## src/hdl/mmcmap_pkg.sv

```systemverilog
// Shared types, codes and constants of the multicart bank mapper.
`timescale 1ns / 1ps
`default_nettype none
package mmcmap_pkg;

	typedef enum logic [1:0] {
		OP_CPU_WR = 2'd0,
		OP_TICK   = 2'd1,
		OP_CPU_RD = 2'd2,
		OP_PPU_RD = 2'd3
	} op_t;

	// configuration register indexes
	localparam logic [1:0] CFG_ALT_OUTER   = 2'd0;
	localparam logic [1:0] CFG_FOUR_SCREEN = 2'd1;
	localparam logic [1:0] CFG_HAS_CHR     = 2'd2;

	// CPU register map (address masked by REG_DECODE_MASK)
	localparam logic [15:0] ADDR_OUTER_LOW  = 16'h6000;
	localparam logic [15:0] REG_DECODE_MASK = 16'hE001;
	localparam logic [15:0] REG_BANK_SEL    = 16'h8000;
	localparam logic [15:0] REG_BANK_DATA   = 16'h8001;
	localparam logic [15:0] REG_MIRROR      = 16'hA000;
	localparam logic [15:0] REG_OUTER       = 16'hA001;
	localparam logic [15:0] REG_IRQ_COUNT   = 16'hC000;
	localparam logic [15:0] REG_IRQ_RELOAD  = 16'hC001;
	localparam logic [15:0] REG_IRQ_OFF     = 16'hE000;
	localparam logic [15:0] REG_IRQ_ON      = 16'hE001;

	localparam logic [2:0] OUTER_BIG     = 3'd6;
	localparam logic [2:0] OUTER_ILLEGAL = 3'd7;
	localparam logic [8:0] LAST_VISIBLE  = 9'd239;
	localparam logic [15:0] CHR_LIMIT    = 16'h2000;

	// bank RAM entries: 0..5 CHR banks, 6..7 PRG banks (matches selector code)
	localparam int unsigned BANK_ENTRIES = 8;
	localparam logic [2:0] BANK_PRG0 = 3'd6;
	localparam logic [2:0] BANK_PRG1 = 3'd7;

	typedef logic [2:0] bank_idx_t;

	function automatic logic [7:0] bank_reset_value(input bank_idx_t idx);
		logic [7:0] v;
		v = 8'd0;
		case (idx)
			3'd0: v = 8'd0;
			3'd1: v = 8'd2;
			3'd2: v = 8'd4;
			3'd3: v = 8'd5;
			3'd4: v = 8'd6;
			3'd5: v = 8'd7;
			3'd6: v = 8'd0;
			3'd7: v = 8'd1;
			default: v = 8'd0;
		endcase
		return v;
	endfunction

	// mapper state seen by the translate stage
	typedef struct packed {
		logic [7:0] bank_select;
		logic [2:0] outer_bank;
		logic       has_chr_rom;
	} map_ctx_t;

	// state update outcome of one transaction
	typedef struct packed {
		logic irq_pending;
		logic mirror_state;
	} map_flags_t;

	typedef struct packed {
		logic       en;
		bank_idx_t  addr;
		logic [7:0] data;
	} bank_wr_t;

	typedef struct packed {
		op_t        op;
		logic [15:0] address;
		map_ctx_t   ctx;
		map_flags_t flags;
	} xlate_s1_t;

	typedef struct packed {
		logic [19:0] rom_address;
		logic        irq_line;
		logic        mirror_horizontal;
	} result_t;

	// bank RAM entry that a translation needs
	function automatic bank_idx_t bank_read_index(input op_t op, input logic [15:0] address,
			input logic [7:0] bank_select);
		logic [2:0] slot;
		bank_idx_t  idx;
		slot = 3'd0;
		idx  = BANK_PRG0;
		if (op == OP_PPU_RD) begin
			slot = address[12:10] ^ {bank_select[7], 2'b00};
			if (slot[2])
				idx = slot - 3'd2;
			else
				idx = {2'b00, slot[1]};
		end else begin
			idx = (address[14:13] == 2'd1) ? BANK_PRG1 : BANK_PRG0;
		end
		return idx;
	endfunction

endpackage
`default_nettype wire

```

## src/hdl/mmcmap_if.sv

```systemverilog
// Channel interfaces: item input, result output and configuration write.
`timescale 1ns / 1ps
`default_nettype none
interface mmcmap_item_if;
	logic        valid;
	logic        ready;
	logic [1:0]  opcode;
	logic [15:0] address;
	logic [7:0]  write_data;
	logic [8:0]  scanline;
	logic        display_on;

	modport source (output valid, opcode, address, write_data, scanline, display_on,
		input ready);
	modport sink (input valid, opcode, address, write_data, scanline, display_on,
		output ready);
endinterface

interface mmcmap_result_if;
	logic        valid;
	logic        ready;
	logic [19:0] rom_address;
	logic        irq_line;
	logic        mirror_horizontal;

	modport source (output valid, rom_address, irq_line, mirror_horizontal, input ready);
	modport sink (input valid, rom_address, irq_line, mirror_horizontal, output ready);
endinterface

interface mmcmap_cfg_if;
	logic       valid;
	logic       ready;
	logic [1:0] index;
	logic       data;

	modport source (output valid, index, data, input ready);
	modport sink (input valid, index, data, output ready);
endinterface
`default_nettype wire

```

## src/hdl/mmcmap_bank_ram.sv

```systemverilog
// Bank register RAM: 8 x 8, one write and one registered read per cycle.
`timescale 1ns / 1ps
`default_nettype none
module mmcmap_bank_ram (
	input  wire logic                  clk,
	input  wire logic                  arst_n,
	input  wire mmcmap_pkg::bank_wr_t  wr,
	input  wire logic                  rd_en,
	input  wire mmcmap_pkg::bank_idx_t rd_addr,
	output logic [7:0]                 rd_data
);

	logic [7:0] mem [mmcmap_pkg::BANK_ENTRIES];
	logic [mmcmap_pkg::BANK_ENTRIES-1:0] vld_q;
	logic [7:0]             rdata_q;
	logic                   rvld_q;
	mmcmap_pkg::bank_idx_t  raddr_q;

	always_ff @(posedge clk) begin
		if (wr.en)
			mem[wr.addr] <= wr.data;
	end

	// entries never written read back their power-on bank
	always_ff @(posedge clk or negedge arst_n) begin
		if (!arst_n) begin
			vld_q <= '0;
		end else if (wr.en) begin
			vld_q[wr.addr] <= 1'b1;
		end
	end

	always_ff @(posedge clk) begin
		if (rd_en) begin
			rdata_q <= mem[rd_addr];
			rvld_q  <= vld_q[rd_addr];
			raddr_q <= rd_addr;
		end
	end

	assign rd_data = rvld_q ? rdata_q : mmcmap_pkg::bank_reset_value(raddr_q);

endmodule
`default_nettype wire

```

## src/hdl/mmcmap_regs.sv

```systemverilog
// Control state: bank select, outer bank, IRQ counter, mirroring, config.
`timescale 1ns / 1ps
`default_nettype none
module mmcmap_regs (
	input  wire logic                    clk,
	input  wire logic                    arst_n,
	input  wire logic                    accept,
	input  wire mmcmap_pkg::op_t         op,
	input  wire logic [15:0]             address,
	input  wire logic [7:0]              write_data,
	input  wire logic [8:0]              scanline,
	input  wire logic                    display_on,
	input  wire logic                    cfg_we,
	input  wire logic [1:0]              cfg_index,
	input  wire logic                    cfg_data,
	output mmcmap_pkg::map_ctx_t         ctx,
	output mmcmap_pkg::map_flags_t       flags_next,
	output mmcmap_pkg::bank_wr_t         bank_wr
);

	logic       alt_outer_q, four_screen_q, has_chr_q;
	logic [7:0] bank_select_q, bank_select_d;
	logic [2:0] outer_q, outer_d;
	logic [7:0] irq_count_q, irq_count_d, irq_dec;
	logic [7:0] irq_reload_q, irq_reload_d;
	logic       irq_en_q, irq_en_d;
	logic       irq_pend_q, irq_pend_d;
	logic       mirror_q, mirror_d;

	always_comb begin
		bank_select_d = bank_select_q;
		outer_d       = outer_q;
		irq_count_d   = irq_count_q;
		irq_reload_d  = irq_reload_q;
		irq_en_d      = irq_en_q;
		irq_pend_d    = irq_pend_q;
		mirror_d      = mirror_q;
		bank_wr       = '{en: 1'b0, addr: bank_select_q[2:0], data: write_data};
		irq_dec       = irq_count_q - 8'd1;

		if (op == mmcmap_pkg::OP_CPU_WR) begin
			if (address == mmcmap_pkg::ADDR_OUTER_LOW) begin
				outer_d = alt_outer_q ? {1'b0, write_data[2:1]} : {1'b0, write_data[0], 1'b0};
			end else if (address[15]) begin
				unique case (address & mmcmap_pkg::REG_DECODE_MASK)
					mmcmap_pkg::REG_BANK_SEL: bank_select_d = write_data;
					mmcmap_pkg::REG_BANK_DATA: begin
						bank_wr.en = 1'b1;
						// 2 KiB CHR slots ignore the low bank bit
						if (bank_select_q[2:1] == 2'b00)
							bank_wr.data = {write_data[7:1], 1'b0};
					end
					mmcmap_pkg::REG_MIRROR: begin
						if (!four_screen_q)
							mirror_d = write_data[0];
					end
					mmcmap_pkg::REG_OUTER: begin
						outer_d = (write_data[2:0] == mmcmap_pkg::OUTER_ILLEGAL) ?
							mmcmap_pkg::OUTER_BIG : write_data[2:0];
					end
					mmcmap_pkg::REG_IRQ_COUNT: irq_count_d = write_data;
					mmcmap_pkg::REG_IRQ_RELOAD: irq_reload_d = write_data;
					mmcmap_pkg::REG_IRQ_OFF: begin
						irq_en_d   = 1'b0;
						irq_pend_d = 1'b0;
					end
					mmcmap_pkg::REG_IRQ_ON: irq_en_d = 1'b1;
					default: ;
				endcase
			end
		end else if (op == mmcmap_pkg::OP_TICK) begin
			if (scanline <= mmcmap_pkg::LAST_VISIBLE && display_on && irq_en_q) begin
				if (irq_dec == 8'd0) begin
					irq_count_d = irq_reload_q;
					irq_pend_d  = 1'b1;
				end else begin
					irq_count_d = irq_dec;
				end
			end
		end

		if (!accept)
			bank_wr.en = 1'b0;
	end

	always_ff @(posedge clk or negedge arst_n) begin
		if (!arst_n) begin
			bank_select_q <= '0;
			outer_q       <= '0;
			irq_count_q   <= '0;
			irq_reload_q  <= '0;
			irq_en_q      <= 1'b0;
			irq_pend_q    <= 1'b0;
			mirror_q      <= 1'b0;
		end else if (accept) begin
			bank_select_q <= bank_select_d;
			outer_q       <= outer_d;
			irq_count_q   <= irq_count_d;
			irq_reload_q  <= irq_reload_d;
			irq_en_q      <= irq_en_d;
			irq_pend_q    <= irq_pend_d;
			mirror_q      <= mirror_d;
		end
	end

	always_ff @(posedge clk or negedge arst_n) begin
		if (!arst_n) begin
			alt_outer_q   <= 1'b0;
			four_screen_q <= 1'b0;
			has_chr_q     <= 1'b1;
		end else if (cfg_we) begin
			unique case (cfg_index)
				mmcmap_pkg::CFG_ALT_OUTER:   alt_outer_q   <= cfg_data;
				mmcmap_pkg::CFG_FOUR_SCREEN: four_screen_q <= cfg_data;
				mmcmap_pkg::CFG_HAS_CHR:     has_chr_q     <= cfg_data;
				default: ;
			endcase
		end
	end

	assign ctx        = '{bank_select: bank_select_q, outer_bank: outer_q,
		has_chr_rom: has_chr_q};
	assign flags_next = '{irq_pending: irq_pend_d, mirror_state: mirror_d};

endmodule
`default_nettype wire

```

## src/hdl/mmcmap_xlate.sv

```systemverilog
// Translate stage: forms the PRG or CHR ROM address from the bank RAM word.
`timescale 1ns / 1ps
`default_nettype none
module mmcmap_xlate (
	input  wire mmcmap_pkg::xlate_s1_t s1,
	input  wire logic [7:0]            bank,
	output mmcmap_pkg::result_t        res
);

	logic       big;
	logic       swap;
	logic [4:0] prg_mask, prg_second_last, prg_bank;
	logic [6:0] prg_full;
	logic [2:0] chr_slot;
	logic [7:0] chr_bank, chr_mask;
	logic [9:0] chr_full;
	logic [19:0] rom;

	always_comb begin
		big             = (s1.ctx.outer_bank == mmcmap_pkg::OUTER_BIG);
		swap            = s1.ctx.bank_select[6];
		prg_mask        = big ? 5'h1F : 5'h0F;
		prg_second_last = big ? 5'h1E : 5'h0E;
		case (s1.address[14:13])
			2'd0:    prg_bank = swap ? prg_second_last : (bank[4:0] & prg_mask);
			2'd1:    prg_bank = bank[4:0] & prg_mask;
			2'd2:    prg_bank = swap ? (bank[4:0] & prg_mask) : prg_second_last;
			default: prg_bank = prg_mask;
		endcase
		prg_full = {2'b00, prg_bank} | {s1.ctx.outer_bank, 4'b0000};

		// odd 1 KiB half of a 2 KiB slot takes the next bank
		chr_slot = s1.address[12:10] ^ {s1.ctx.bank_select[7], 2'b00};
		chr_bank = (!chr_slot[2] && chr_slot[0]) ? bank + 8'd1 : bank;
		chr_mask = big ? 8'hFF : 8'h7F;
		chr_full = {2'b00, chr_bank & chr_mask} | {s1.ctx.outer_bank, 7'd0};

		rom = '0;
		case (s1.op)
			mmcmap_pkg::OP_CPU_RD: begin
				if (s1.address[15])
					rom = {prg_full, s1.address[12:0]};
			end
			mmcmap_pkg::OP_PPU_RD: begin
				if (!s1.ctx.has_chr_rom)
					rom = {4'd0, s1.address};
				else if (s1.address < mmcmap_pkg::CHR_LIMIT)
					rom = {chr_full, s1.address[9:0]};
			end
			default: rom = '0;
		endcase

		res = '{rom_address: rom, irq_line: s1.flags.irq_pending,
			mirror_horizontal: s1.flags.mirror_state};
	end

endmodule
`default_nettype wire

```

## src/hdl/multicart_mmc3_bank_mapper.sv

```systemverilog
// Top level: MMC3-style bank mapper with outer game select.
// Accepted transactions are registered in stage 1 with the bank RAM read,
//   then in the output register (one translate stage between). Throughput:
//   one transaction per cycle when results are taken; ready is not decoupled.
// Reset (arst_n low, async): control state, IRQ, mirroring and config return
//   to power-on values; bank RAM reads power-on banks until each is written.
`timescale 1ns / 1ps
`default_nettype none
module multicart_mmc3_bank_mapper (
	input  wire logic         clk,
	input  wire logic         arst_n,
	mmcmap_item_if.sink       item,
	mmcmap_result_if.source   result,
	mmcmap_cfg_if.sink        cfg
);

	// handshake
	logic accept;
	logic advance;
	logic s1_v_q;
	logic res_v_q;

	mmcmap_pkg::map_ctx_t   ctx;
	mmcmap_pkg::map_flags_t flags_next;
	mmcmap_pkg::bank_wr_t   bank_wr;
	mmcmap_pkg::bank_idx_t  rd_idx;
	mmcmap_pkg::op_t        op;
	mmcmap_pkg::xlate_s1_t  s1_s1;
	mmcmap_pkg::result_t    res_comb;
	mmcmap_pkg::result_t    res_q;
	logic [7:0]             bank_rd;

	assign op = mmcmap_pkg::op_t'(item.opcode);

	// output register frees when empty or taken; stage 1 advances with it
	assign advance    = !res_v_q || result.ready;
	assign item.ready = !s1_v_q || advance;
	assign accept     = item.valid && item.ready;
	assign cfg.ready  = 1'b1;

	// State update happens at acceptance. Every accepted transaction reads the
	// bank RAM at that edge; a bank data register write also writes it there.
	// A write is in the RAM once its edge is past, so no read can overlap it:
	// a translation right after a bank write sees the new word.
	mmcmap_regs u_regs (
		.clk        (clk),
		.arst_n     (arst_n),
		.accept     (accept),
		.op         (op),
		.address    (item.address),
		.write_data (item.write_data),
		.scanline   (item.scanline),
		.display_on (item.display_on),
		.cfg_we     (cfg.valid && cfg.ready),
		.cfg_index  (cfg.index),
		.cfg_data   (cfg.data),
		.ctx        (ctx),
		.flags_next (flags_next),
		.bank_wr    (bank_wr)
	);

	assign rd_idx = mmcmap_pkg::bank_read_index(op, item.address, ctx.bank_select);

	mmcmap_bank_ram u_ram (
		.clk     (clk),
		.arst_n  (arst_n),
		.wr      (bank_wr),
		.rd_en   (accept),
		.rd_addr (rd_idx),
		.rd_data (bank_rd)
	);

	// stage 1: snapshot of context; translate ops leave it unchanged
	always_ff @(posedge clk) begin
		if (accept)
			s1_s1 <= '{op: op, address: item.address, ctx: ctx, flags: flags_next};
	end

	always_ff @(posedge clk or negedge arst_n) begin
		if (!arst_n) begin
			s1_v_q <= 1'b0;
		end else if (accept) begin
			s1_v_q <= 1'b1;
		end else if (advance) begin
			s1_v_q <= 1'b0;
		end
	end

	mmcmap_xlate u_xlate (
		.s1   (s1_s1),
		.bank (bank_rd),
		.res  (res_comb)
	);

	// output register
	always_ff @(posedge clk or negedge arst_n) begin
		if (!arst_n) begin
			res_v_q <= 1'b0;
		end else if (advance) begin
			res_v_q <= s1_v_q;
		end
	end

	always_ff @(posedge clk) begin
		if (advance && s1_v_q)
			res_q <= res_comb;
	end

	assign result.valid             = res_v_q;
	assign result.rom_address       = res_q.rom_address;
	assign result.irq_line          = res_q.irq_line;
	assign result.mirror_horizontal = res_q.mirror_horizontal;

endmodule
`default_nettype wire

```

## src/flat_wrapper.sv

```systemverilog
// flat-port wrapper written by rule: the top's interface ports become plain ports
module multicart_mmc3_bank_mapper_flat 
  (clk, arst_n, item_valid, item_opcode, item_address, item_write_data, item_scanline, item_display_on, item_ready, result_valid, result_rom_address, result_irq_line, result_mirror_horizontal, result_ready, cfg_valid, cfg_index, cfg_data, cfg_ready);
  mmcmap_item_if item_i ();
  mmcmap_result_if result_i ();
  mmcmap_cfg_if cfg_i ();
  input  wire logic clk;
  input  wire logic arst_n;
  input wire logic [$bits(item_i.valid)-1:0] item_valid;
  input wire logic [$bits(item_i.opcode)-1:0] item_opcode;
  input wire logic [$bits(item_i.address)-1:0] item_address;
  input wire logic [$bits(item_i.write_data)-1:0] item_write_data;
  input wire logic [$bits(item_i.scanline)-1:0] item_scanline;
  input wire logic [$bits(item_i.display_on)-1:0] item_display_on;
  output wire logic [$bits(item_i.ready)-1:0] item_ready;
  output wire logic [$bits(result_i.valid)-1:0] result_valid;
  output wire logic [$bits(result_i.rom_address)-1:0] result_rom_address;
  output wire logic [$bits(result_i.irq_line)-1:0] result_irq_line;
  output wire logic [$bits(result_i.mirror_horizontal)-1:0] result_mirror_horizontal;
  input wire logic [$bits(result_i.ready)-1:0] result_ready;
  input wire logic [$bits(cfg_i.valid)-1:0] cfg_valid;
  input wire logic [$bits(cfg_i.index)-1:0] cfg_index;
  input wire logic [$bits(cfg_i.data)-1:0] cfg_data;
  output wire logic [$bits(cfg_i.ready)-1:0] cfg_ready;
  assign item_i.valid = item_valid;
  assign item_i.opcode = item_opcode;
  assign item_i.address = item_address;
  assign item_i.write_data = item_write_data;
  assign item_i.scanline = item_scanline;
  assign item_i.display_on = item_display_on;
  assign item_ready = item_i.ready;
  assign result_valid = result_i.valid;
  assign result_rom_address = result_i.rom_address;
  assign result_irq_line = result_i.irq_line;
  assign result_mirror_horizontal = result_i.mirror_horizontal;
  assign result_i.ready = result_ready;
  assign cfg_i.valid = cfg_valid;
  assign cfg_i.index = cfg_index;
  assign cfg_i.data = cfg_data;
  assign cfg_ready = cfg_i.ready;
  multicart_mmc3_bank_mapper u_core (.clk(clk), .arst_n(arst_n), .item(item_i), .result(result_i), .cfg(cfg_i));
endmodule
```

## config.mk

```make
export PLATFORM = sky130hd
export DESIGN_NAME = multicart_mmc3_bank_mapper_flat
export DESIGN_NICKNAME = d
export VERILOG_FILES = /design/src/hdl/mmcmap_pkg.sv /design/src/hdl/mmcmap_if.sv /design/src/hdl/mmcmap_bank_ram.sv /design/src/hdl/mmcmap_regs.sv /design/src/hdl/mmcmap_xlate.sv /design/src/hdl/multicart_mmc3_bank_mapper.sv /design/src/flat_wrapper.sv
export SDC_FILE = /design/constraint.sdc
export NUM_CORES = 1
export LEC_CHECK = 0
export ABC_AREA = 0
export BUFFER_PORTS_ARGS = -buffer_cell sky130_fd_sc_hd__buf_2
export CAP_MARGIN = 0
export CORE_ASPECT_RATIO = 1.4
export CORE_UTILIZATION = 55
export DETAILED_ROUTE_END_ITERATION = 12
export PLACE_DENSITY_LB_ADDON = 0.3
export SLEW_MARGIN = 40
export SYNTH_ARGS = -nofsm -noshare
export SYNTH_HDL_FRONTEND = slang
export SYNTH_SLANG_ARGS = --single-unit
```

## constraint.sdc

```tcl
create_clock -name clk -period 4.6 [get_ports clk]
set_clock_uncertainty 0.1 [all_clocks]
set_input_delay 0.69 -clock clk [delete_from_list [all_inputs] [get_ports clk]]
set_output_delay 0.69 -clock clk [all_outputs]
set_load 0.02 [all_outputs]
```

==> results.py <==
metrics = {
    "timing": {
        "setup_tns_ns": 0,
        "rsz0062_at_grt": "false",
        "fin_crit_ns": 2.95,
        "relSlewSlack_pct": 51.2,
        "finalHoldViolCount": 0,
        "fmax_mhz": 339,
        "whs_ns": 0.143,
        "tightest_slew_ns": 0.726,
        "maxSlewViolCount": 0,
        "finalSetupViolations": 0,
        "final.period_utilization_pct": 64.2,
        "worst_slack_ns": 1.65,
    },
    "global_route": {
        "antenna_found_initial": 0,
        "grt_usage_pct": 24.0,
        "grt_overflow_total": 0,
        "grt_pass1_wl_mm": 25.1,
        "grt_pass1_vias": 4848,
        "grt_max_degree": 41,
    },
    "synth": {
        "ys_seq_area_share_pct": 65.1,
        "syn_nets": 596,
        "synth-edff-count": 124,
        "yosys.area.top_type": "edfxtp_1",
        "synthDominantCellAreaShare_pct": 50.6,
        "avgSynthCellArea_um2": 13.4,
        "synthFlopType": "edfxtp_1",
        "synth_cell_type_count": 63,
        "syn_inst": 549,
        "ys_warn_count": 0,
        "synth.area.top_cells": "edfxtp_1 (51%), dfrtp_1 (13%), mux2_2 (5.8%), nor2_1 (3.1%), o311ai_0 (2.1%)",
        "synth_area_um2": 7360,
        "synth-async-reset-ratio_pct": 24.0,
        "ys_ff_latch": 167,
    },
    "finish": {
        "drive_gt1_share_pct": 25.6,
        "nets": 663,
        "fill_cells": 916,
        "area_growth_pct": 15.3,
        "regArea_um2": 4790,
        "fin_cells": 807,
        "mostFrequentLayoutCell": "edfxtp_1",
        "n_antenna_cell": 0,
        "multiInputGateArea_um2": 2460,
        "final_cell_mix": "edfxtp_1 (124), buf_2 (62), nor2_1 (59)",
    },
    "setup_path": {
        "cp_data_required_time_ns": 4.57,
        "crit_fanout": 14,
        "worstSetupPathType": "in -> reg",
        "endpoint_kind": "flop",
        "worst_setup_path_start_kind": "input pin",
        "worstPathArrival_ns": 2.92,
    },
    "flow_run": {
        "drv_cap": 0,
    },
    "clocking": {
        "ctsLongestPathBuffers": 2,
        "cts_hold_buf": 0,
        "cts_buffers": 17,
        "clk_pin_slew_ns": 0.07,
        "cts.sinks": 167,
        "cts_tree": "built",
        "post_cts_resize_count": 0,
        "h-tree-depth": 4,
        "clockRootBuffer": "clkbuf_16",
        "cts_setup_buffers": 0,
        "clkLatencyLatePin_ns": 0.42,
    },
    "detailed_routing": {
        "wl_mm": 15.6,
        "wl_per_cell_um": 19.4,
        "postRouteAntennaNets": 0,
        "drt_iter0_markers": 327,
        "firstDrtPassIters": 5,
        "vias": 4823,
        "drc_errors": 0,
        "vias_per_cell": 5.98,
    },
    "power_and_ir_drop": {
        "p_leak_nw": 3.19,
        "ir_worst_vdd_mv": 0.280,
        "cellPowerDensity_nw_per_um2": 424,
    },
    "die": {
        "fp.dieW_um": 99.7,
        "start_util_pct": 56.9,
        "die-area_um2": 13800,
        "chipHeight_um": 139,
        "core_um2": 12900,
        "num_rows": 49,
        "ios": 69,
    },
    "place": {
        "portBuffers": 63,
        "place.gp.congestion": 0.850,
        "dp.cells": 775,
        "pre_cts_slack_ns": 1.27,
        "dpl.hpwl_mm": 10.8,
    },
    "min_path": {
        "hold_class": "in -> async",
    },
    "outcome": {
        "status": "complete, no violations",
    },
}
==> cell usage after synthesis, types with 2 or more instances <==
cell type  number
a311oi_1        4
o311ai_0       18
a21oi_1         7
edfxtp_1      124
nand4b_1        2
nand3b_1        7
inv_1          12
or4_4           2
o22a_1          2
o211a_1         2
or3_1           3
nand4_1         7
clkbuf_1       16
xnor2_1         8
or4_1          20
and3_1          8
a211oi_1        3
nor4_1          5
ha_1            3
a221o_1         2
mux2_2         38
nand3_1         9
and2_1         19
o21ai_0        13
nand2_1        26
dfrtp_1        39
dfxtp_1         3
a21boi_0        2
nor3_1          8
nor2b_1         5
nor2_1         60
nor3b_1         4
a21o_1          4
o31ai_1         3
o2111ai_1       2
mux2i_1         7
xor2_1          6
a31o_2          3
nand2b_1        5
o22ai_1        11
or2_2           3
buf_4           3
==> critical path, stage by stage <==
cell     delay (ns)
buf_2          0.21
nor2_4         0.20
nand3_1        0.23
nor4_1         0.61
nor2b_1        0.48
and3_1         0.48
==> registers in the layout (all words and copies together) (netlist names), named ones only <==
name / count
u_core.result.irq_line: 1
u_core.result.mirror_horizontal: 1
u_core.result.rom_address: 20
u_core.result.valid: 1
u_core.s1_s1: 26
u_core.s1_v_q: 1
u_core.u_ram.mem: 64
u_core.u_ram.raddr_q: 3
u_core.u_ram.rdata_q: 8
u_core.u_ram.rvld_q: 1
u_core.u_ram.vld_q: 8
u_core.u_regs.alt_outer_q: 1
u_core.u_regs.bank_select_q: 5
u_core.u_regs.four_screen_q: 1
u_core.u_regs.has_chr_q: 1
u_core.u_regs.irq_count_q: 8
u_core.u_regs.irq_en_q: 1
u_core.u_regs.irq_pend_q: 1
u_core.u_regs.irq_reload_q: 8
u_core.u_regs.mirror_q: 1
u_core.u_regs.outer_q: 3
==> path summary, 6_finish.rpt <==
kind | startpoint | to | slack (ns) | cells past startpoint
setup / recovery | item_opcode[0] | u_core.u_ram.mem[6][3] | 1.65 | 6
max in group asynchronous | arst_n | u_core.u_ram.vld_q[0] | 3.89 | 1
setup reg to reg | u_core.result.valid | u_core.u_ram.mem[6][3] | 1.75 | 5
hold reg to reg | u_core.s1_s1[0] | u_core.result.mirror_horizontal | 0.33 | 0
hold / removal | arst_n | u_core.s1_v_q | 0.14 | 1
min in group clk | u_core.s1_s1[0] | u_core.result.mirror_horizontal | 0.33 | 0
==> where the power goes <==
| part | switching [mW] | internal (mW) |
|---|---|---|
| combinational | 0.230 | 0.146 |
| clock | 0.593 | 0.831 |
| sequential | 0.0684 | 1.73 |
| total | 0.891 | 2.71 |
==> cell families after synthesis <==
family,share of synthesized area (%)
adders and majority gates,0.510
and+or+nand+nor,14.8
xor gates and xnor gates,2.04
muxes,6.77
DFF,65.1
AOI/OAI and AO/OA,8.96
other,0.0510
buffers and inverters,1.85
==> stage by stage <==
step	cell area (um^2)	util (%)	power, mW
finish	8480	65.5	3.60
floorplan	7360	-	2.06
global route	8480	65.5	3.72
CTS	8470	65.5	3.62
global placement	7850	60.7	2.18
detailed placement	7860	60.8	2.20
==> area by class of cell <==
cell class	instances	share of cell area (%)
clock buffer	19	5.22
clock inverter	13	1.92
inverter	12	0.531
multi-input combinational	349	29.0
sequential	167	56.4
tap	178	2.63
timing repair buffer	69	4.28
==> metal layers <==
layer | global-route usage [%] | wire (um) | vias up
met5 | 0 | 0 | -
met4 | 9.21 | 291 | 0
met3 | 4.49 | 753 | 30
met2 | 42.2 | 8360 | 175
met1 | 29.1 | 6220 | 2364
li1 | - | - | 2254
Note: power is estimated with default switching activity, not from simulation.
